[src/sv/hst_ram.sv]
// Generic single-write, single-read synchronous RAM, registered read data.
// No dependencies.
`timescale 1ns / 1ps
`default_nettype none
module hst_ram #(
  parameter int WIDTH  = 32,
  parameter int DEPTH  = 64,
  parameter int ADDR_W = (DEPTH > 1) ? $clog2(DEPTH) : 1
) (
  input  wire logic              clk,
  input  wire logic              we,
  input  wire logic [ADDR_W-1:0] waddr,
  input  wire logic [WIDTH-1:0]  wdata,
  input  wire logic [ADDR_W-1:0] raddr,
  output logic      [WIDTH-1:0]  rdata
);

  logic [WIDTH-1:0] mem [DEPTH];

  always_ff @(posedge clk) begin
    if (we) begin
      mem[waddr] <= wdata;
    end
  end

  always_ff @(posedge clk) begin
    rdata <= mem[raddr];
  end

endmodule
`default_nettype wire

[config.mk]
export PLATFORM = sky130hd
export DESIGN_NAME = hst_ram
export DESIGN_NICKNAME = d
export VERILOG_FILES = /design/src/sv/hst_ram.sv
export SDC_FILE = /design/constraint.sdc
export NUM_CORES = 2
export LEC_CHECK = 0
export ABC_CLOCK_PERIOD_IN_PS = 8650
export BUFFER_PORTS_ARGS = -buffer_cell sky130_fd_sc_hd__buf_2
export CAP_MARGIN = 40
export CORE_UTILIZATION = 60
export CTS_CLUSTER_SIZE = 16
export DETAILED_ROUTE_END_ITERATION = 7
export MAX_ROUTING_LAYER = met4
export PLACE_DENSITY = 0.72
export SETUP_SLACK_MARGIN = 0.1
export SYNTH_ARGS = -nofsm -noshare
export SYNTH_HDL_FRONTEND = slang
export SYNTH_SLANG_ARGS = --single-unit
[constraint.sdc]
create_clock -name clk -period 8.65 [get_ports clk]
set_input_delay 0.4325 -clock clk [delete_from_list [all_inputs] [get_ports clk]]
set_output_delay 0.4325 -clock clk [all_outputs]
set_load 0.1 [all_outputs]
## After elaboration in Yosys (flattened, before gate mapping)

Memory sizes are Yosys's and may differ from the RTL's. A register that Yosys moved wholly into a read port is not among the register bits.
Cells that the tools add are included.

- Bits in writable memories: 2048
- Flip-flop bits (word level): 0
- Memories kept: 1

- Multiplexer cells: 2

Memory list:

| name | words | bits a word | rd ports | clocked after memory_dff | wr ports | RTL line | RTL |
|---|---|---|---|---|---|---|---|
| mem | 64 | 32 | 1 | 1 | 1 | 18 | `logic [WIDTH-1:0] mem [DEPTH];` |

Operator list:

| operator | number |
|---|---|
| two-way mux 1 bit | 2 |

## Longest topological paths before layout

- Depth after elaboration: 2
- Depth in mapped cells: 10
- Gate-level depth less buffers: 5

## Worst setup path before layout

No wires, ideal clock.

- Path type: input port to flip-flop
- Start: in waddr[3]
- End: mem mem[48][0] (enable)
- Buffers on the path: 1
- Required time: 8.189 ns
- Setup slack: 5.058 ns
- Data arrival time: 3.131 ns
- Stages on the path: 4
- Cell sequence: clkbuf_1 > nor2b_1 > nand4b_1 > nor3_1

RTL lines:

| what | RTL line | RTL |
|---|---|---|
| from (decl) | 12 | `input wire logic [ADDR_W-1:0] waddr,` |
| to (decl) | 18 |  |

No word-level cell before the write port.

==> flow_summary.json <==
{
  "synthCells": 3324,
  "slew-limit-headroom_pct": 29.33,
  "ys_ff_latch": 2080,
  "cts_tree": "done",
  "synth_edf_count": 2048,
  "period_needed_ns": 3.291,
  "cp_slowest_cell": "buf_4",
  "arrival_ns": 3.98,
  "die_y_um": 363.7,
  "vias": 38060,
  "dieArea_sq_um": 132300,
  "boundaryPins": 78,
  "tightest_slew_ns": 1.060,
  "drt_iter0_drc": 6210,
  "drive_above_1_share_pct": 28.94,
  "synth-simple-area-share_pct": 1.265,
  "avgRoutedWirePerCell_um": 37.01,
  "routed_wl_mm": 202.7,
  "synth-compound-area-share_pct": 1.673,
  "synthAdderAreaFrac_pct": 0,
  "synthDominantCellAreaShare_pct": 78.33,
  "insertion_delay_ns": 0.84,
  "std_cell_rows": 132,
  "slew_viol_final": 0,
  "yosysTopAreaCell": "edfxtp_1",
  "clockRootBuffer": "clkbuf_16",
  "tns_ns": 0,
  "worstSetupStartpointType": "input port",
  "port_buffers": 77,
  "path_clk_slew_ns": 0.06,
  "critPathMaxStageDelay_ns": 0.77,
  "grt_pass1_vias": 38220,
  "core_area_sq_um": 129600,
  "start_util_pct": 60.56,
  "crit_chain": "buf_8 > buf_12 > buf_4 > mux4_2 > mux4_2 > o22ai_1 > nor2_1",
  "synth-xor-area-share_pct": 0,
  "synth_top_flop_cell": "edfxtp_1",
  "clock-sinks": 2080,
  "cp_max_fo": 82,
  "drc_errors": 0,
  "ys_warn_count": 0,
  "finalHoldViolCount": 0,
  "grt_pass1_wl_mm": 282.7,
  "ys_types": 34,
  "setup_viol": 0,
  "rsz0062_at_grt": "false",
  "cts.path.max_buffers": 3,
  "syn-num-nets": 3370,
  "worstSetupPathType": "in -> reg",
  "place_congestion": 0.8193,
  "peakVddDrop_mv": 0.2018,
  "nFillCells": 7700,
  "status": "completed",
  "viasPerCell": 6.951,
  "fmax_ghz": 0.3038,
  "postRouteAntennaNets": 0,
  "yosysSeqAreaShare_pct": 79.14,
  "critical_path_required_ns": 9.34,
  "antenna_found_initial": 23,
  "placed_cell_area_sq_um": 82110,
  "max_cap_viol_count": 0,
  "synth.area.top_cells": "edfxtp_1 (78%), mux4_2 (16%), mux2i_1 (1.2%), dfxtp_1 (0.82%), o22ai_1 (0.67%)",
  "hpwl_mm": 106.6,
  "design_area_sq_um": 88260,
  "grt_usage_pct": 32.46,
  "ys_async_sr_fraction_pct": 0,
  "leakage_nw": 27.46,
  "cts_buffers": 195,
  "hold_class": "in -> reg",
  "post_cts_buffers": 0,
  "synth_area_sq_um": 78520,
  "syn_avg_cell_area_sq_um": 23.62,
  "fin_nets": 3599,
  "overflow": 0,
  "final.setup_skew_ns": 0.04361,
  "die_x_um": 363.7,
  "htreeDepth": 4,
  "crit_top_cell": "mux4_2",
  "cellPowerDensity_nw_per_um2": 233.0,
  "cp-end-kind": "flip-flop",
  "period_share_pct": 38.05,
  "multi_input_area_sq_um": 15970,
  "grt_max_degree": 133,
  "firstDrtPassIters": 6,
  "area_growth_pct": 12.41,
  "synth_top_family_by_area": "multiplexers",
  "seq_area_sq_um": 62140,
  "muxShareOfSynthArea_pct": 16.79
}
-- cells by family after synthesis --
kind of cell,Yosys count
AOI/OAI and AO/OA,202
DFF,2080
buffers and inverters,182
muxes,637
and+or+nand+nor,223
-- final timing paths --
kind	slack [ns]	startpoint	to	depth (start not counted)
setup / recovery	5.36	raddr[1]	rdata[31]	7
hold reg to reg	0.74	mem[13][20]	rdata[20]	4
setup reg to reg	6.28	mem[30][13]	rdata[13]	4
hold / removal	0.05	wdata[23]	mem[26][23]	1
-- timing repair --
action                    CTS  global route
resized for setup           0             0
hold endpoints to repair   64             0
hold buffers                5             0
-- registers in the layout, summed over array words and instances (netlist names) --
register	count
mem	2048
rdata	32
-- layout make-up --
class / count / share of cell area (%)
multi-input combinational: 1062 / 18.10
tap: 1742 / 2.470
antenna: 20 / 0.05671
clock buffer: 285 / 6.049
clock inverter: 73 / 0.7896
sequential: 2080 / 70.41
timing repair buffer: 214 / 2.129
-- per-stage QoR --
step | hold slack (ns) | std cells | util, % | total power (W) | worst slack, ns
6_report | 0.04882 | 5476 | 68.07 | 0.02057 | 5.359
5_1_grt | 0.03669 | 5467 | 68.06 | 0.02107 | 5.287
4_1_cts | 0.001150 | 5455 | 68.03 | 0.02062 | 5.335
3_5_place_dp | 0.7349 | 5092 | 63.34 | 0.01261 | 4.445
3_3_place_gp | 0.7075 | 5065 | 62.91 | 0.01256 | 4.326
2_1_floorplan | 0.5314 | 3324 | - | 0.01210 | 5.058
-- worst max-delay path: cells and delay by family --
family | cells | cell delay (ns)
buffers and inverters | 3 | 1.81
AO/OA/AOI/OAI | 1 | 0.38
multiplexers | 2 | 0.95
AND/OR/NAND/NOR | 1 | 0.17
-- layer usage --
layer,share of wire (%),up-vias,wire [um],global-route usage [%]
li1,-,14740,-,-
met1,35,20100,71180,42.25
met2,47,2814,95780,48.50
met3,14,408,28460,10.75
met4,3.6,0,7244,11.48
met5,0,-,0,-
-- where the power goes --
group / switching [W] / total (W) / internal (W)
registers: 0.0000546 / 0.0112 / 0.0112
clock network: 0.00362 / 0.00815 / 0.00453
logic: 0.000819 / 0.00121 / 0.000387
total: 0.00449 / 0.0206 / 0.0161
-- cells in the mapped netlist (5+ instances only) --
cell type and instances:
a21oi_1 62, edfxtp_1 2048, o22ai_1 84, buf_1 21, nand2_1 26, mux2i_1 93
dfxtp_1 32, nor2_1 137, nor3_1 7, o221ai_1 27, nand2b_1 8, a22oi_1 12
clkbuf_1 74, buf_6 5, nand3b_1 5, nor2b_1 15, buf_2 57, buf_4 25
nand3_1 5, mux4_2 544, a311oi_1 8
-- placed cells by master, fill, tap and decap left out, types with 10 or more instances in the layout --
cell type and instances:
buf_4 100, nor2_4 62, mux4_2 544, clkinv_1 28, mux2i_1 93, clkinv_2 21
o221ai_1 27, clkbuf_1 79, clkbuf_8 10, buf_12 21, dfxtp_1 32, buf_2 73
nor2_1 74, clkbuf_16 196, o22ai_1 84, a22oi_1 12, a21oi_1 62, nor2b_1 14
edfxtp_1 2048, nand2_1 25, diode_2 20
Note: power is estimated with default switching activity, not from simulation.
