**src/sv/hst_pkg.sv**
```systemverilog
// Shared types, sizes and codes for the per-process handle slot table.
// Used by hst_pick and the top level; no dependencies.
`timescale 1ns / 1ps
`default_nettype none
package hst_pkg;

  localparam int NUM_PROCS       = 16;
  localparam int WINDOW_SLOTS    = 32;
  localparam int FRAME_SLOTS     = 32;
  localparam int COMPONENT_SLOTS = 32;
  localparam int HANDLE_BITS     = 32;

  localparam int NTYPES    = 3;
  localparam int MAX_SLOTS = (WINDOW_SLOTS > FRAME_SLOTS) ?
                             ((WINDOW_SLOTS > COMPONENT_SLOTS) ? WINDOW_SLOTS : COMPONENT_SLOTS) :
                             ((FRAME_SLOTS > COMPONENT_SLOTS) ? FRAME_SLOTS : COMPONENT_SLOTS);
  localparam int TABLES    = NUM_PROCS * NTYPES;
  localparam int TAB_W     = (TABLES > 1) ? $clog2(TABLES) : 1;
  localparam int SLOT_W    = (MAX_SLOTS > 1) ? $clog2(MAX_SLOTS) : 1;
  localparam int HWM_W     = $clog2(MAX_SLOTS + 1);
  localparam int ROW_W     = HWM_W + MAX_SLOTS;
  localparam int HDEPTH    = TABLES * MAX_SLOTS;
  localparam int HADDR_W   = (HDEPTH > 1) ? $clog2(HDEPTH) : 1;

  localparam logic [1:0] MODE_ADD    = 2'd0;
  localparam logic [1:0] MODE_REMOVE = 2'd1;
  localparam logic [1:0] MODE_RM_ALL = 2'd2;
  localparam logic [1:0] MODE_FIND   = 2'd3;

  localparam logic [1:0] TYPE_WINDOW    = 2'd0;
  localparam logic [1:0] TYPE_FRAME     = 2'd1;
  localparam logic [1:0] TYPE_COMPONENT = 2'd2;

  localparam logic STATUS_OK   = 1'b0;
  localparam logic STATUS_FAIL = 1'b1;

  typedef struct packed {
    logic [1:0]  mode;
    logic [3:0]  pid;
    logic [1:0]  obj_type;
    logic [4:0]  slot_index;
    logic [31:0] handle_in;
  } req_t;

  typedef struct packed {
    logic        status;
    logic [4:0]  slot_out;
    logic [31:0] handle_out;
  } rsp_t;

  // Row layout: {high-water mark, in-use bits}
  typedef struct packed {
    logic              ok;
    logic [SLOT_W-1:0] slot;
    logic [ROW_W-1:0]  row;
  } pick_t;

  function automatic logic [HWM_W-1:0] capacity(input logic [1:0] t);
    logic [HWM_W-1:0] c;
    case (t)
      TYPE_WINDOW:    c = HWM_W'(WINDOW_SLOTS);
      TYPE_FRAME:     c = HWM_W'(FRAME_SLOTS);
      TYPE_COMPONENT: c = HWM_W'(COMPONENT_SLOTS);
      default:        c = '0;
    endcase
    return c;
  endfunction

endpackage
`default_nettype wire

```
**src/sv/hst_pick.sv**
```systemverilog
// Slot allocation for one table row: high-water mark first, then first free slot.
// Depends on hst_pkg.
`timescale 1ns / 1ps
`default_nettype none
module hst_pick (
  input  wire logic [hst_pkg::ROW_W-1:0] row,
  input  wire logic [hst_pkg::HWM_W-1:0] cap,
  output hst_pkg::pick_t                 pick
);

  logic [hst_pkg::HWM_W-1:0]     hwm;
  logic [hst_pkg::HWM_W-1:0]     hwm_next;
  logic [hst_pkg::MAX_SLOTS-1:0] bits;
  logic [hst_pkg::MAX_SLOTS-1:0] bits_next;
  logic                          found;
  logic [hst_pkg::SLOT_W-1:0]    free_slot;

  assign hwm  = row[hst_pkg::ROW_W-1 -: hst_pkg::HWM_W];
  assign bits = row[hst_pkg::MAX_SLOTS-1:0];

  // lowest free slot below capacity
  always_comb begin
    found     = 1'b0;
    free_slot = '0;
    for (int s = hst_pkg::MAX_SLOTS - 1; s >= 0; s--) begin
      if ((s < int'(cap)) && !bits[s]) begin
        found     = 1'b1;
        free_slot = hst_pkg::SLOT_W'(s);
      end
    end
  end

  always_comb begin
    hwm_next  = hwm;
    bits_next = bits;
    pick.ok   = 1'b0;
    pick.slot = '0;
    if (hwm < cap) begin
      pick.ok   = 1'b1;
      pick.slot = hst_pkg::SLOT_W'(hwm);
      hwm_next  = hwm + 1'b1;
    end else if (found) begin
      pick.ok   = 1'b1;
      pick.slot = free_slot;
    end
    if (pick.ok) begin
      bits_next[pick.slot] = 1'b1;
    end
    pick.row = {hwm_next, bits_next};
  end

endmodule
`default_nettype wire

```
**config.mk**
```make
export PLATFORM = sky130hd
export DESIGN_NAME = hst_pick
export DESIGN_NICKNAME = d
export VERILOG_FILES = /design/src/sv/hst_pkg.sv /design/src/sv/hst_pick.sv
export SDC_FILE = /design/constraint.sdc
export NUM_CORES = 1
export LEC_CHECK = 0
export ABC_AREA = 0
export BUFFER_PORTS_ARGS = -buffer_cell sky130_fd_sc_hd__buf_4
export CAP_MARGIN = 25
export CELL_PAD_IN_SITES_DETAIL_PLACEMENT = 1
export CELL_PAD_IN_SITES_GLOBAL_PLACEMENT = 2
export CORE_ASPECT_RATIO = 0.8
export CORE_MARGIN = 2
export CORE_UTILIZATION = 27
export DETAILED_ROUTE_END_ITERATION = 8
export PLACE_DENSITY_LB_ADDON = 0.1
export SLEW_MARGIN = 0
export SYNTH_ARGS = -nofsm -noshare
export SYNTH_HDL_FRONTEND = slang
export SYNTH_SLANG_ARGS = --single-unit
```
**constraint.sdc**
```tcl
create_clock -name vclk -period 6.55
set_input_delay 1.31 -clock vclk [all_inputs]
set_output_delay 1.31 -clock vclk [all_outputs]
set_load 0.01 [all_outputs]
```
# Word-level counts from Yosys, hierarchy flattened
# Index checks and enable logic that the tools add are counted.
# totals
word_cells	172
out_inout_bits	44
ff_bits	0
# classes
n_lt_le_gt_ge	35
n_reduce_logical	65
n_mux	70
n_bitwise	1
n_addsub	1
# op_table
op	count
$mux 5	32
$lt 5x6->1 const A	16
$lt 4x6->1 const A	8
$logic_and 1x1->1	33
$mux 1	33
$logic_not 1->1	32
$mux 32	1
$or 32x32->32	1
$lt 3x6->1 const A	4
$mux 6	3
$lt 1x6->1 const A	2
$lt 2x6->1 const A	2
$add 6x1->6 const B	1
$lt 5x6->1 const B	1
$lt 6x6->1	1
$demux 1 s5	1
$ge 5x1->1 const B	1

# Logic depth before layout (Yosys ltp)
# depth
ltp_word	42
mapped_depth	14
ltp_nobuf	10

# Worst setup path before layout
# OpenSTA, ideal clock, no wires.
# synth_timing
path_type	in2out
startpoint	input cap[1] (netlist name)
endpoint	output pick[20] (netlist name)
path_stages	13
slack_ns	1.432
required_ns	5.240
path_buffers	4
t_arrival_ns	3.808
cell_sequence	buf_2 > buf_2 > inv_1 > ha_1 > nand2_1 > o21ai_1 > a311oi_2 > buf_2 > nor3_1 > and3_1 > nor3_2 > buf_2 > a31o_2
# synth_lines
item	line_no	rtl
start: declaration	hst_pick.sv:7	input wire logic [hst_pkg::HWM_W-1:0] cap,
end: declaration	hst_pick.sv:8	output hst_pkg::pick_t pick

==> impl_metrics.ini <==
[status]
status = completed

[timing]
grt_setup_unrepaired = false
holdWs_ns = 2.89
fin_crit_sh = 0.880
tns_ns = 0
fmax_ghz = 0.174
relSlewSlack = 0.506
hold_viol = 0
slew_violations = 0
period_needed_ns = 5.76
worst_pin_slew_ns = 0.740
setup_viol = 0

[setup_path]
startpoint_type = input port
worst-setup-path-type = in -> out
critPathArrivalTime_ns = 4.45
cp_data_required_time_ns = 5.24
cp_max_fo = 21
crit_path_end_kind = primary output

[synth]
synth_area_um2 = 1940
ys_seq_area_frac = 0
synth_top_area_frac = 0.0543
synth.most_common_cell = a21oi_1
syn_nets = 333
yosysUniqueCellTypes = 74
postSynthAreaPerCell_um2 = 6.84
yosys-top-cells-area = a21oi_1 5.4%, o21ai_0 5.2%, a21o_1 5.0%
synth.largest_area_cell = a21oi_1
netlist_instances = 283
synthTopCellsByCount = 21 x a21oi_1, 20 x o21ai_0, 18 x nand2_1
ys_warn_count = 0

[drt]
drt-initial-drc-count = 138
first_pass_iters = 4
ant_nets = 0
via_count = 2609
route.detailed.drc = 0
wl_met1_um = 4470
post_drt_wl_per_cell_um = 20.0
wl_met2_um = 3810
maxUsedRoutingLayer = met4
wl_um = 8820
viasPerCell = 5.92
route.met3.wl_um = 472

[placement]
dp_hpwl_um = 6800
portBuffers = 88
place.gp.congestion = 0.838
dpl.cell_count = 441

[global_route]
grt_max_degree = 28
grt_pass1_vias = 2565
antenna_found_initial = 0
grt_pass1_wl_um = 14000
grt_usage = 0.219
grt_overflow = 0

[clock_network]
postCtsHoldBufs = 0
post_cts_buffers = 0
cts-resized-gates = 0

[cells_and_area]
n_clock_buffer = 0
drive_gt1_frac = 0.353
antenna_cells = 0
nets = 406
final.fill_count = 914
fin_util = 0.377
regArea_um2 = 0
finalNonFillerCells = 441
syn2layout_area_growth_pct = 35.0
nFlopsAndLatches = 0

[pwr]
total_leakage_power_nw = 1.14
peakVddDrop_v = 0.0000306
p_per_area_nw_per_um2 = 91.3
p_total_uw = 238

[die]
die-area_um2 = 7870
core_um2 = 6930
die_h_um = 79.7
initial_utilization = 0.279
rows = 27
chipWidth_um = 98.7
ios = 88

[run]
max_cap_viol_count = 0

[hold_path]
hold_path_class = in -> out
==> per-layer routing <==
metal / GRT usage / vias up
li1: - / 1252
met1: 0.335 / 1253
met2: 0.348 / 98
met3: 0.00963 / 6
met4: 0.0233 / 0
met5: 0 / -
==> layout make-up <==
class                           instances  area, um2  area share
Timing Repair Buffer                   92        691       0.264
Inverter                               14       52.6      0.0201
Multi-Input combinational cell        248       1760       0.674
Tap cell                               87        109      0.0417
==> metrics by stage <==
step | setup WS (ns) | area (um2)
after global routing | 0.605 | 2610
after global placement | 0.877 | 2610
after floorplan | 1.43 | 1940
after CTS | 0.820 | 2610
final | 0.786 | 2610
after detailed placement | 0.832 | 2610
==> power by group <==
part	internal, mW	switching [mW]	leakage (nW)
registers	0	0	0
logic	0.102	0.137	1.14
clock network	0	0	0
total	0.102	0.137	1.14
==> worst paths after layout <==
check | from | cells after the start | endpoint | slack, ns
max | cap[5] | 9 | pick[23] | 0.79
min | row[31] | 3 | pick[31] | 2.89
==> layout by cell type, fill, tap and decap left out, types with 4 or more instances in the layout <==
master and count:
a21oi_1 21, a31oi_1 4, buf_4 92, o21ai_0 20, o21a_1 4, and2_1 8, o21bai_1 8, inv_1 13
o221ai_1 4, nand3b_1 7, nor3_1 10, a31o_2 10, a211oi_1 5, nor4_1 4, o211ai_1 4, a21o_1 13
ha_1 6, nand2_1 18, a41o_1 6, nand2b_1 4, xnor2_1 4, nor2_1 17, nor2b_1 5
==> worst max-delay path, stage by stage <==
cell and delay (ns):
buf_4 0.19, nor2_2 0.58, a21oi_1 0.26, or4_4 0.61, o41a_1 0.70, buf_4 0.29, nor3b_1 0.24, a21o_1 0.16
buf_4 0.11
==> cells by family (layout without fill, tap and decap cells) <==
| logic type | Yosys count | count (layout) | share of synthesized area |
|---|---|---|---|
| AND/OR/NAND/NOR | 102 | 102 | 0.314 |
| multiplexers | 1 | 1 | 0.00582 |
| AO/OA/AOI/OAI | 133 | 133 | 0.524 |
| buffers and inverters | 35 | 106 | 0.0905 |
| adder cells (fa/ha/maj) | 7 | 7 | 0.0440 |
| XOR/XNOR | 5 | 5 | 0.0226 |
Note: power is estimated with default switching activity, not from simulation.
